**src/rtl/core/mexp_pkg.sv**
```systemverilog
// Package for the modular exponentiation block: word width, register
// indexes, sequencer state types and the request/response words of the
// shared modular multiplier. No dependencies.
package mexp_pkg;

    localparam int WORD_BITS      = 16;
    localparam int CNT_BITS       = $clog2(WORD_BITS);
    localparam int BIT_IDX_BITS   = $clog2(WORD_BITS + 1);
    localparam int REG_INDEX_BITS = 1;

    typedef logic [WORD_BITS-1:0]      word_t;
    typedef logic [WORD_BITS:0]        wide_t;
    typedef logic [REG_INDEX_BITS-1:0] reg_index_t;

    localparam reg_index_t REG_EXPONENT = 1'b0;
    localparam reg_index_t REG_MODULUS  = 1'b1;

    localparam word_t EXPONENT_RESET = '0;
    localparam word_t MODULUS_RESET  = word_t'(3127);

    typedef enum logic [2:0] {
        ST_IDLE,
        ST_REDUCE,
        ST_NEXT,
        ST_MUL,
        ST_SQR,
        ST_DONE
    } state_t;

    typedef enum logic {
        MM_IDLE,
        MM_RUN
    } mm_state_t;

    typedef struct packed {
        logic  start;
        word_t a;
        word_t b;
        word_t n;
    } mm_req_t;

    typedef struct packed {
        logic  done;
        word_t result;
    } mm_rsp_t;

endpackage

```
**src/rtl/core/mexp_mulmod.sv**
```systemverilog
// Iterative modular multiplier: a * b mod n, one bit of b per cycle,
// MSB first, with interleaved reduction. Requires a < n.
// Depends on mexp_pkg.
module mexp_mulmod (
    input  logic             clk,
    input  logic             rst_n,
    input  mexp_pkg::mm_req_t req,
    output mexp_pkg::mm_rsp_t rsp
);

    mexp_pkg::mm_state_t              state_reg, state_next;
    logic [mexp_pkg::CNT_BITS-1:0]    cnt_reg, cnt_next;
    logic                             done_reg, done_next;
    mexp_pkg::word_t                  a_reg, b_reg, n_reg, r_reg;

    mexp_pkg::wide_t                  dbl, red1, sum, red2, n_wide;
    mexp_pkg::word_t                  addend;

    always_comb
    begin
        n_wide = {1'b0, n_reg};
        dbl    = {r_reg, 1'b0};
        red1   = (dbl >= n_wide) ? dbl - n_wide : dbl;
        addend = b_reg[mexp_pkg::WORD_BITS-1] ? a_reg : '0;
        sum    = red1 + {1'b0, addend};
        red2   = (sum >= n_wide) ? sum - n_wide : sum;
    end

    always_comb
    begin
        state_next = state_reg;
        cnt_next   = cnt_reg;
        done_next  = 1'b0;
        case (state_reg)
            mexp_pkg::MM_IDLE:
            begin
                if (req.start)
                begin
                    state_next = mexp_pkg::MM_RUN;
                    cnt_next   = '0;
                end
            end
            mexp_pkg::MM_RUN:
            begin
                cnt_next = cnt_reg + 1'b1;
                if (cnt_reg == mexp_pkg::CNT_BITS'(mexp_pkg::WORD_BITS - 1))
                begin
                    state_next = mexp_pkg::MM_IDLE;
                    done_next  = 1'b1;
                end
            end
            default:
            begin
                state_next = mexp_pkg::MM_IDLE;
            end
        endcase
    end

    always_ff @(posedge clk or negedge rst_n)
    begin
        if (!rst_n)
        begin
            state_reg <= mexp_pkg::MM_IDLE;
            cnt_reg   <= '0;
            done_reg  <= 1'b0;
        end
        else
        begin
            state_reg <= state_next;
            cnt_reg   <= cnt_next;
            done_reg  <= done_next;
        end
    end

    always_ff @(posedge clk)
    begin
        if (state_reg == mexp_pkg::MM_IDLE && req.start)
        begin
            a_reg <= req.a;
            b_reg <= req.b;
            n_reg <= req.n;
            r_reg <= '0;
        end
        else if (state_reg == mexp_pkg::MM_RUN)
        begin
            r_reg <= red2[mexp_pkg::WORD_BITS-1:0];
            b_reg <= {b_reg[mexp_pkg::WORD_BITS-2:0], 1'b0};
        end
    end

    assign rsp.done   = done_reg;
    assign rsp.result = r_reg;

endmodule

```
**src/rtl/core/modular_exponentiation.sv**
```systemverilog
// Top level of the modular exponentiation block: config registers and the
// square-and-multiply sequencer around one shared mexp_mulmod.
// Depends on mexp_pkg and mexp_mulmod.

// One word at a time: start is taken when busy is low, and busy stays high
// until done pulses for one cycle with cipher = message^exponent mod modulus.
// The receiver cannot stall; cipher is valid only in the done cycle. Each
// modular product runs in the shared bit-serial multiplier. After the accept
// the message is first reduced mod modulus; then for each exponent bit, LSB
// first, the bit is checked, the accumulator is multiplied by the base if the
// bit is set and the base is squared; a final bit check leads to done.
// With modulus below 2 the answer is 0 in the cycle after the accept.
// Exponent and modulus may be written only while busy is low.
module modular_exponentiation (
    input  logic                         clk,
    input  logic                         rst_n,
    input  logic                         start,
    output logic                         busy,
    input  mexp_pkg::word_t              message,
    output logic                         done,
    output mexp_pkg::word_t              cipher,
    input  logic                         cfg_we,
    input  mexp_pkg::reg_index_t         cfg_index,
    input  mexp_pkg::word_t              cfg_data
);

    mexp_pkg::state_t                     state_reg, state_next;
    mexp_pkg::word_t                      exponent_reg, modulus_reg;
    mexp_pkg::word_t                      acc_reg, acc_next;
    mexp_pkg::word_t                      base_reg, base_next;
    logic [mexp_pkg::BIT_IDX_BITS-1:0]    bit_reg, bit_next;
    mexp_pkg::mm_req_t                    mm_req;
    mexp_pkg::mm_rsp_t                    mm_rsp;

    mexp_mulmod u_mulmod (
        .clk   (clk),
        .rst_n (rst_n),
        .req   (mm_req),
        .rsp   (mm_rsp)
    );

    always_ff @(posedge clk or negedge rst_n)
    begin
        if (!rst_n)
        begin
            exponent_reg <= mexp_pkg::EXPONENT_RESET;
            modulus_reg  <= mexp_pkg::MODULUS_RESET;
        end
        else if (cfg_we)
        begin
            case (cfg_index)
                mexp_pkg::REG_EXPONENT: exponent_reg <= cfg_data;
                mexp_pkg::REG_MODULUS:  modulus_reg  <= cfg_data;
                default:                ;
            endcase
        end
    end

    always_comb
    begin
        state_next   = state_reg;
        acc_next     = acc_reg;
        base_next    = base_reg;
        bit_next     = bit_reg;
        mm_req.start = 1'b0;
        mm_req.a     = base_reg;
        mm_req.b     = base_reg;
        mm_req.n     = modulus_reg;
        case (state_reg)
            mexp_pkg::ST_IDLE:
            begin
                if (start)
                begin
                    bit_next = '0;
                    if (modulus_reg < mexp_pkg::word_t'(2))
                    begin
                        acc_next   = '0;
                        state_next = mexp_pkg::ST_DONE;
                    end
                    else
                    begin
                        // base = message mod n, computed as 1 * message
                        acc_next     = mexp_pkg::word_t'(1);
                        mm_req.start = 1'b1;
                        mm_req.a     = mexp_pkg::word_t'(1);
                        mm_req.b     = message;
                        state_next   = mexp_pkg::ST_REDUCE;
                    end
                end
            end
            mexp_pkg::ST_REDUCE:
            begin
                if (mm_rsp.done)
                begin
                    base_next  = mm_rsp.result;
                    state_next = mexp_pkg::ST_NEXT;
                end
            end
            mexp_pkg::ST_NEXT:
            begin
                if (bit_reg == mexp_pkg::BIT_IDX_BITS'(mexp_pkg::WORD_BITS))
                begin
                    state_next = mexp_pkg::ST_DONE;
                end
                else if (exponent_reg[bit_reg[mexp_pkg::CNT_BITS-1:0]])
                begin
                    mm_req.start = 1'b1;
                    mm_req.a     = acc_reg;
                    state_next   = mexp_pkg::ST_MUL;
                end
                else
                begin
                    mm_req.start = 1'b1;
                    state_next   = mexp_pkg::ST_SQR;
                end
            end
            mexp_pkg::ST_MUL:
            begin
                if (mm_rsp.done)
                begin
                    acc_next     = mm_rsp.result;
                    mm_req.start = 1'b1;
                    state_next   = mexp_pkg::ST_SQR;
                end
            end
            mexp_pkg::ST_SQR:
            begin
                if (mm_rsp.done)
                begin
                    base_next  = mm_rsp.result;
                    bit_next   = bit_reg + 1'b1;
                    state_next = mexp_pkg::ST_NEXT;
                end
            end
            mexp_pkg::ST_DONE:
            begin
                state_next = mexp_pkg::ST_IDLE;
            end
            default:
            begin
                state_next = mexp_pkg::ST_IDLE;
            end
        endcase
    end

    always_ff @(posedge clk or negedge rst_n)
    begin
        if (!rst_n)
        begin
            state_reg <= mexp_pkg::ST_IDLE;
            bit_reg   <= '0;
        end
        else
        begin
            state_reg <= state_next;
            bit_reg   <= bit_next;
        end
    end

    always_ff @(posedge clk)
    begin
        acc_reg  <= acc_next;
        base_reg <= base_next;
    end

    assign busy   = (state_reg != mexp_pkg::ST_IDLE);
    assign done   = (state_reg == mexp_pkg::ST_DONE);
    assign cipher = acc_reg;

`ifndef ASSERT_OFF
    a_start_goes_busy: assert property (@(posedge clk) disable iff (!rst_n)
        start && !busy |=> busy)
        else $error("accepted word did not raise busy");

    a_cipher_reduced: assert property (@(posedge clk) disable iff (!rst_n)
        done |-> (cipher < modulus_reg) ||
                 (modulus_reg < mexp_pkg::word_t'(2) && cipher == '0))
        else $error("cipher not reduced below modulus");

    a_mm_done_expected: assert property (@(posedge clk) disable iff (!rst_n)
        mm_rsp.done |-> (state_reg == mexp_pkg::ST_REDUCE ||
                         state_reg == mexp_pkg::ST_MUL ||
                         state_reg == mexp_pkg::ST_SQR))
        else $error("multiplier finished with no product pending");

    a_done_single: assert property (@(posedge clk) disable iff (!rst_n)
        done |=> !done)
        else $error("done held longer than one cycle");
`endif

endmodule

```
**config.mk**
```make
export PLATFORM = sky130hd
export DESIGN_NAME = modular_exponentiation
export DESIGN_NICKNAME = d
export VERILOG_FILES = /design/src/rtl/core/mexp_pkg.sv /design/src/rtl/core/mexp_mulmod.sv /design/src/rtl/core/modular_exponentiation.sv
export SDC_FILE = /design/constraint.sdc
export NUM_CORES = 1
export LEC_CHECK = 0
export ABC_AREA = 1
export ABC_CLOCK_PERIOD_IN_PS = 12900
export BUFFER_PORTS_ARGS = -buffer_cell sky130_fd_sc_hd__buf_2
export CAP_MARGIN = 20
export CORE_UTILIZATION = 25
export CTS_CLUSTER_DIAMETER = 30
export DETAILED_ROUTE_END_ITERATION = 8
export SYNTH_ARGS = -nofsm -noshare
export SYNTH_HDL_FRONTEND = slang
export SYNTH_HIERARCHICAL = 1
export SYNTH_SLANG_ARGS = --single-unit
export TNS_END_PERCENT = 100
```
**constraint.sdc**
```tcl
create_clock -name clk -period 12.9 [get_ports clk]
set_clock_uncertainty 0.2 [all_clocks]
set_input_delay 3.225 -clock clk [delete_from_list [all_inputs] [get_ports clk]]
set_output_delay 3.225 -clock clk [all_outputs]
set_load 0.03 [all_outputs]
```
Word-level counts from Yosys, hierarchy flattened
Index checks and enable logic that the tools add are counted.
W data, S select, Z words.
{"block": "totals", "register_bits": 142, "latchBits": 0, "ramBits": 0, "romBits": 0, "input_bits": 37, "out_inout_bits": 18, "word_cells": 85, "mem_count": 0}
{"block": "op_classes", "add_sub_neg": 5, "mul": 0, "div_mod_pow": 0, "order_cmp": 4, "n_eq_ne": 12, "shift": 0, "muxes": 36, "bitwise_logic": 2, "reduce_logical": 13}
{"operator": "$mux W16", "count": 8}
{"operator": "$mux W33", "count": 2}
{"operator": "$pmux W16 S2", "count": 2}
{"operator": "$ge A17 B16 Y1", "count": 2}
{"operator": "$mux W17", "count": 2}
{"operator": "$mux W3", "count": 6}
{"operator": "$add A17 B16 Y17", "count": 1}
{"operator": "$sub A17 B16 Y17", "count": 1}
{"operator": "$lt A16 B2 Y1 const B", "count": 1}
{"operator": "$sub A16 B16 Y16", "count": 1}
{"operator": "$pmux W3 S4", "count": 1}
{"operator": "$mux W5", "count": 2}
{"operator": "$pmux W5 S2", "count": 1}
{"operator": "$reduce_and A3 Y1", "count": 3}
{"operator": "$ne A2 B1 Y1 const B", "count": 4}
{"operator": "$pmux W4 S2", "count": 1}
{"operator": "$mux W1", "count": 7}
{"operator": "$eq A3 B2 Y1 const B", "count": 2}
{"operator": "$eq A3 B3 Y1 const B", "count": 2}
{"operator": "$reduce_and A2 Y1", "count": 3}
{"operator": "$reduce_bool A2 Y1", "count": 3}
{"operator": "$add A5 B1 Y5 const B", "count": 1}
{"operator": "$eq A5 B5 Y1 const B", "count": 1}
{"operator": "$lt A4 B5 Y1 const B", "count": 1}
{"operator": "13 further kinds", "count": 14}

Depth between registers and ports, before layout
{"block": "logic_depth", "word_depth": 7, "mapped_depth": 40, "mapped_depth_nobuf": 38}

Modules after synthesis
Netlist, hierarchy kept.
{"mod": "mexp_mulmod", "n_inst": 1, "cells_each": 787, "area_each_um2": 5696.7, "seq_area_each_um2": 1911.8}
{"mod": "modular_exponentiation", "n_inst": 1, "cells_each": 411, "area_each_um2": 3641.0, "seq_area_each_um2": 1970.6}

Worst setup path before layout
No wires, ideal clock.
{"block": "synth_path", "kind": "input to register", "from": "input start", "to": "register u_mulmod.a_reg[0] (enable)", "setup_ns": 0.409, "t_arrival_ns": 5.222, "required_ns": 12.291, "path_slack_ns": 7.069, "cell_stages": 8, "path_buffers": 2, "path_cell_list": "inv_1 > nor2_4 > nand2_4 > buf_4 > nand3b_1 > inv_1 > nor2_1 > clkbuf_1"}
{"element": "start: declaration", "line_no": "modular_exponentiation.sv:17", "text": "input logic start,"}
{"element": "end signal: assignment", "line_no": "mexp_mulmod.sv:79", "text": "a_reg <= req.a;"}
{"element": "end: declaration", "line_no": "mexp_mulmod.sv:14", "text": "mexp_pkg::word_t a_reg, b_reg, n_reg, r_reg;"}

Worst setup path after layout
{"block": "layout_path", "from": "register u_mulmod.n_reg[1]", "to": "register u_mulmod.r_reg[13]"}
{"block": "layout_between", "elab_chain_len": 5, "word_cells_on_any_way": 7, "classes_between": "add/sub: 3; order compare: 2; mux: 2"}
{"element": "start: declaration", "line_no": "mexp_mulmod.sv:14"}
{"element": "start signal: assignment", "line_no": "mexp_mulmod.sv:81", "text": "n_reg <= req.n;"}
{"element": "$sub A17 B16 Y17 or $ge A17 B16 Y1 (tied branches)", "line_no": "mexp_mulmod.sv:23", "text": "red1 = (dbl >= n_wide) ? dbl - n_wide : dbl;"}
{"element": "$mux W17", "line_no": "mexp_mulmod.sv:23"}
{"element": "$add A17 B16 Y17", "line_no": "mexp_mulmod.sv:25", "text": "sum = red1 + {1'b0, addend};"}
{"element": "$sub A16 B16 Y16 or $ge A17 B16 Y1 (tied branches)", "line_no": "mexp_mulmod.sv:26", "text": "red2 = (sum >= n_wide) ? sum - n_wide : sum;"}
{"element": "$mux W16 *", "line_no": "mexp_mulmod.sv:26"}
{"element": "end signal: assignment", "line_no": "mexp_mulmod.sv:86", "text": "r_reg <= red2[mexp_pkg::WORD_BITS-1:0];"}
{"element": "end: declaration", "line_no": "mexp_mulmod.sv:14"}
Mark *: on every way between the ends. The rest lies on a longest branch, timed or not.
A chain may end at the register's enable or synchronous reset.

==> impl_metrics.json <==
{
  "status": "finished, final reports clean",
  "synth_top_cell_area_share": 0.257,
  "root_buffer": "clkbuf_16",
  "grt_pass1_wl_mm": 37.7,
  "syn_to_final_growth_pct": 14.4,
  "hp-class": "register to register",
  "drtIter0Drc": 461,
  "synthTopCellsByArea": "edfxtp_1 (26%), nand2_1 (14%), dfrtp_1 (10%)",
  "synth-seq-cells": 142,
  "cp.required_ns": 13.07,
  "ys_seq_area_frac": 0.416,
  "synthDistinctLibCells": 57,
  "syn_area_per_cell_sq_um": 7.79,
  "syn_area_sq_um": 9340,
  "core_sq_um": 36700,
  "grtUsageTotal": 0.125,
  "antennaDiodeCount": 0,
  "drive_above_1_share": 0.135,
  "final_nets": 1339,
  "ys_async_sr_fraction": 0.324,
  "hold_viol": 0,
  "cts.clk_slew.worst_paths_ns": 0.06,
  "synthesis.nets": 1290,
  "rows": 70,
  "clock_latency_ns": 0.43,
  "num_io_pins": 55,
  "die_h_um": 195,
  "ys_warn_count": 6,
  "viasPerCell": 4.39,
  "arrival_ns": 6.32,
  "wire_per_inst_um": 13.7,
  "crit_top_cell": "nand2_1",
  "grt_antenna_before_repair": 0,
  "cpPeakStageDelay_ns": 0.43,
  "dieArea_sq_um": 38100,
  "cp_max_fo": 19,
  "place.gp.congestion": 0.914,
  "synth_cells": 1198,
  "synth_top_area_cell": "edfxtp_1",
  "cts_buffers": 17,
  "fill_cells": 3911,
  "final_cell_mix": "nand2_1 (355), inv_1 (194), edfxtp_1 (80)",
  "cts_tree": "done",
  "ctsResizeCount": 0,
  "grt_start_max_net_pins": 49,
  "gr-total-overflow": 0,
  "worst-setup-path-type": "register to register",
  "synth_top_flop_cell": "edfxtp_1",
  "port_buffers": 54,
  "final_common_cell": "nand2_1",
  "slowest_stage": "a21oi_4",
  "antenna_left": 0,
  "drc": 0,
  "initial_core_util": 0.254,
  "die_w_um": 195,
  "fmax_mhz": 163,
  "start_kind": "register",
  "fin_tns_setup_ns": 0,
  "end_kind": "register",
  "synth_edf_count": 80,
  "dpl.hpwl_mm": 18.7,
  "fin_crit_ns": 6.15,
  "grt_pass1_vias": 7188,
  "drv_slew": 0,
  "cts_setup_buffers": 0,
  "clock_path_buffers": 2,
  "tightest_slew_ns": 0.874,
  "slew_headroom": 0.416,
  "vias": 7594,
  "first_pass_iters": 5,
  "setup_viol": 0,
  "route.final.wire_length_mm": 23.7,
  "drv_cap": 0,
  "clock-sinks": 142,
  "period_share": 0.476,
  "hold_ws_ns": 0.286,
  "rsz0062_at_grt": "no",
  "post-route-util": 0.291,
  "cts.hold.buffers_added": 0,
  "cts-htree-levels": 4
}
per-layer routing:
layer / global-route usage / part of all wire / wire length [um] / vias to the layer above
met5: 0 / 0 / 0 / -
met4: 0.0376 / 0.014 / 320 / 0
met3: 0.0195 / 0.034 / 816 / 22
met2: 0.198 / 0.45 / 10600 / 153
met1: 0.176 / 0.50 / 11900 / 3461
li1: - / - / - / 3958
cells in the mapped netlist, types with 2 or more instances:
library cell  instances
a21oi_1              52
a21oi_2               2
a22o_1                2
a31oi_1               3
buf_2                 6
buf_4                 4
buf_6                 6
clkbuf_1             11
clkinv_1              2
dfrtp_1              39
dfstp_2               7
dfxtp_1              16
edfxtp_1             80
fa_1                  3
ha_1                 52
inv_1               194
inv_2                 7
inv_4                 2
nand2_1             355
nand2_2              20
nand2_4               5
nand3_1              63
nand3_2               9
nand3_4               2
nand3b_1              6
nand4_1              23
nor2_1               68
nor2_2                3
nor2_4                3
nor3_1                2
nor3_2                5
nor3b_1               4
nor4_1                2
o211ai_1              3
o21ai_0              66
o21ai_1               6
o21ai_2               6
o21bai_1              4
o22ai_1               6
or2_2                 2
xnor2_1              14
xor2_1               18
logic make-up (layout without fill, tap and decap cells):
| kind of cell | after synthesis | count (layout) | share of synthesized area |
|---|---|---|---|
| AOI/OAI and AO/OA | 156 | 156 | 0.0934 |
| xor gates and xnor gates | 32 | 32 | 0.0300 |
| adders and majority gates | 55 | 55 | 0.0761 |
| buffers and inverters | 235 | 297 | 0.104 |
| DFF | 142 | 142 | 0.416 |
| muxes | 1 | 1 | 0.00121 |
| and+or+nand+nor | 577 | 577 | 0.279 |
worst paths after layout:
check / from / end / slack (ns) / depth (start not counted)
max reg2reg: u_mulmod/n_reg[1]$_DFFE_PP_ / u_mulmod/r_reg[13]$_SDFFE_PP0P_ / 6.75 / 35
min reg2reg: modulus_reg[6]$_DFFE_PN0P_ / u_mulmod/n_reg[6]$_DFFE_PP_ / 0.29 / 0
min in group asynchronous: rst_n / exponent_reg[13]$_DFFE_PN0P_ / 2.43 / 1
min: modulus_reg[6]$_DFFE_PN0P_ / u_mulmod/n_reg[6]$_DFFE_PP_ / 0.29 / 0
max: u_mulmod/n_reg[1]$_DFFE_PP_ / u_mulmod/r_reg[13]$_SDFFE_PP0P_ / 6.75 / 35
max in group asynchronous: rst_n / modulus_reg[0]$_DFFE_PN1P_ / 9.53 / 2
stage by stage:
stage               std cells  cell area [sq um]  worst slack, ns
finish                   1728              10700             6.75
global route             1728              10700             6.12
CTS                      1726              10700             6.76
detailed placement       1694              10000             6.56
global placement         1694              10000             6.65
floorplan                1198               9340             7.07
critical path, delay by kind of cell (launching register included):
family,cells,cell delay [ns]
and+or+nand+nor,19,2.12
AOI/OAI and AO/OA,3,0.80
xor gates and xnor gates,1,0.35
adders and majority gates,5,1.46
buffers and inverters,7,0.83
DFF,1,0.32
layout make-up:
type / instances / area (sq um) / share of cell area
Clock buffer: 21 / 497 / 0.0465
Multi-Input combinational cell: 821 / 4490 / 0.420
Sequential cell: 142 / 3880 / 0.364
Tap cell: 468 / 586 / 0.0548
Clock inverter: 11 / 120 / 0.0112
Inverter: 206 / 786 / 0.0736
Timing Repair Buffer: 59 / 320 / 0.0300
Power is not shown: default switching activity piles up to over one toggle a cycle in this logic, so the estimate is an artifact.
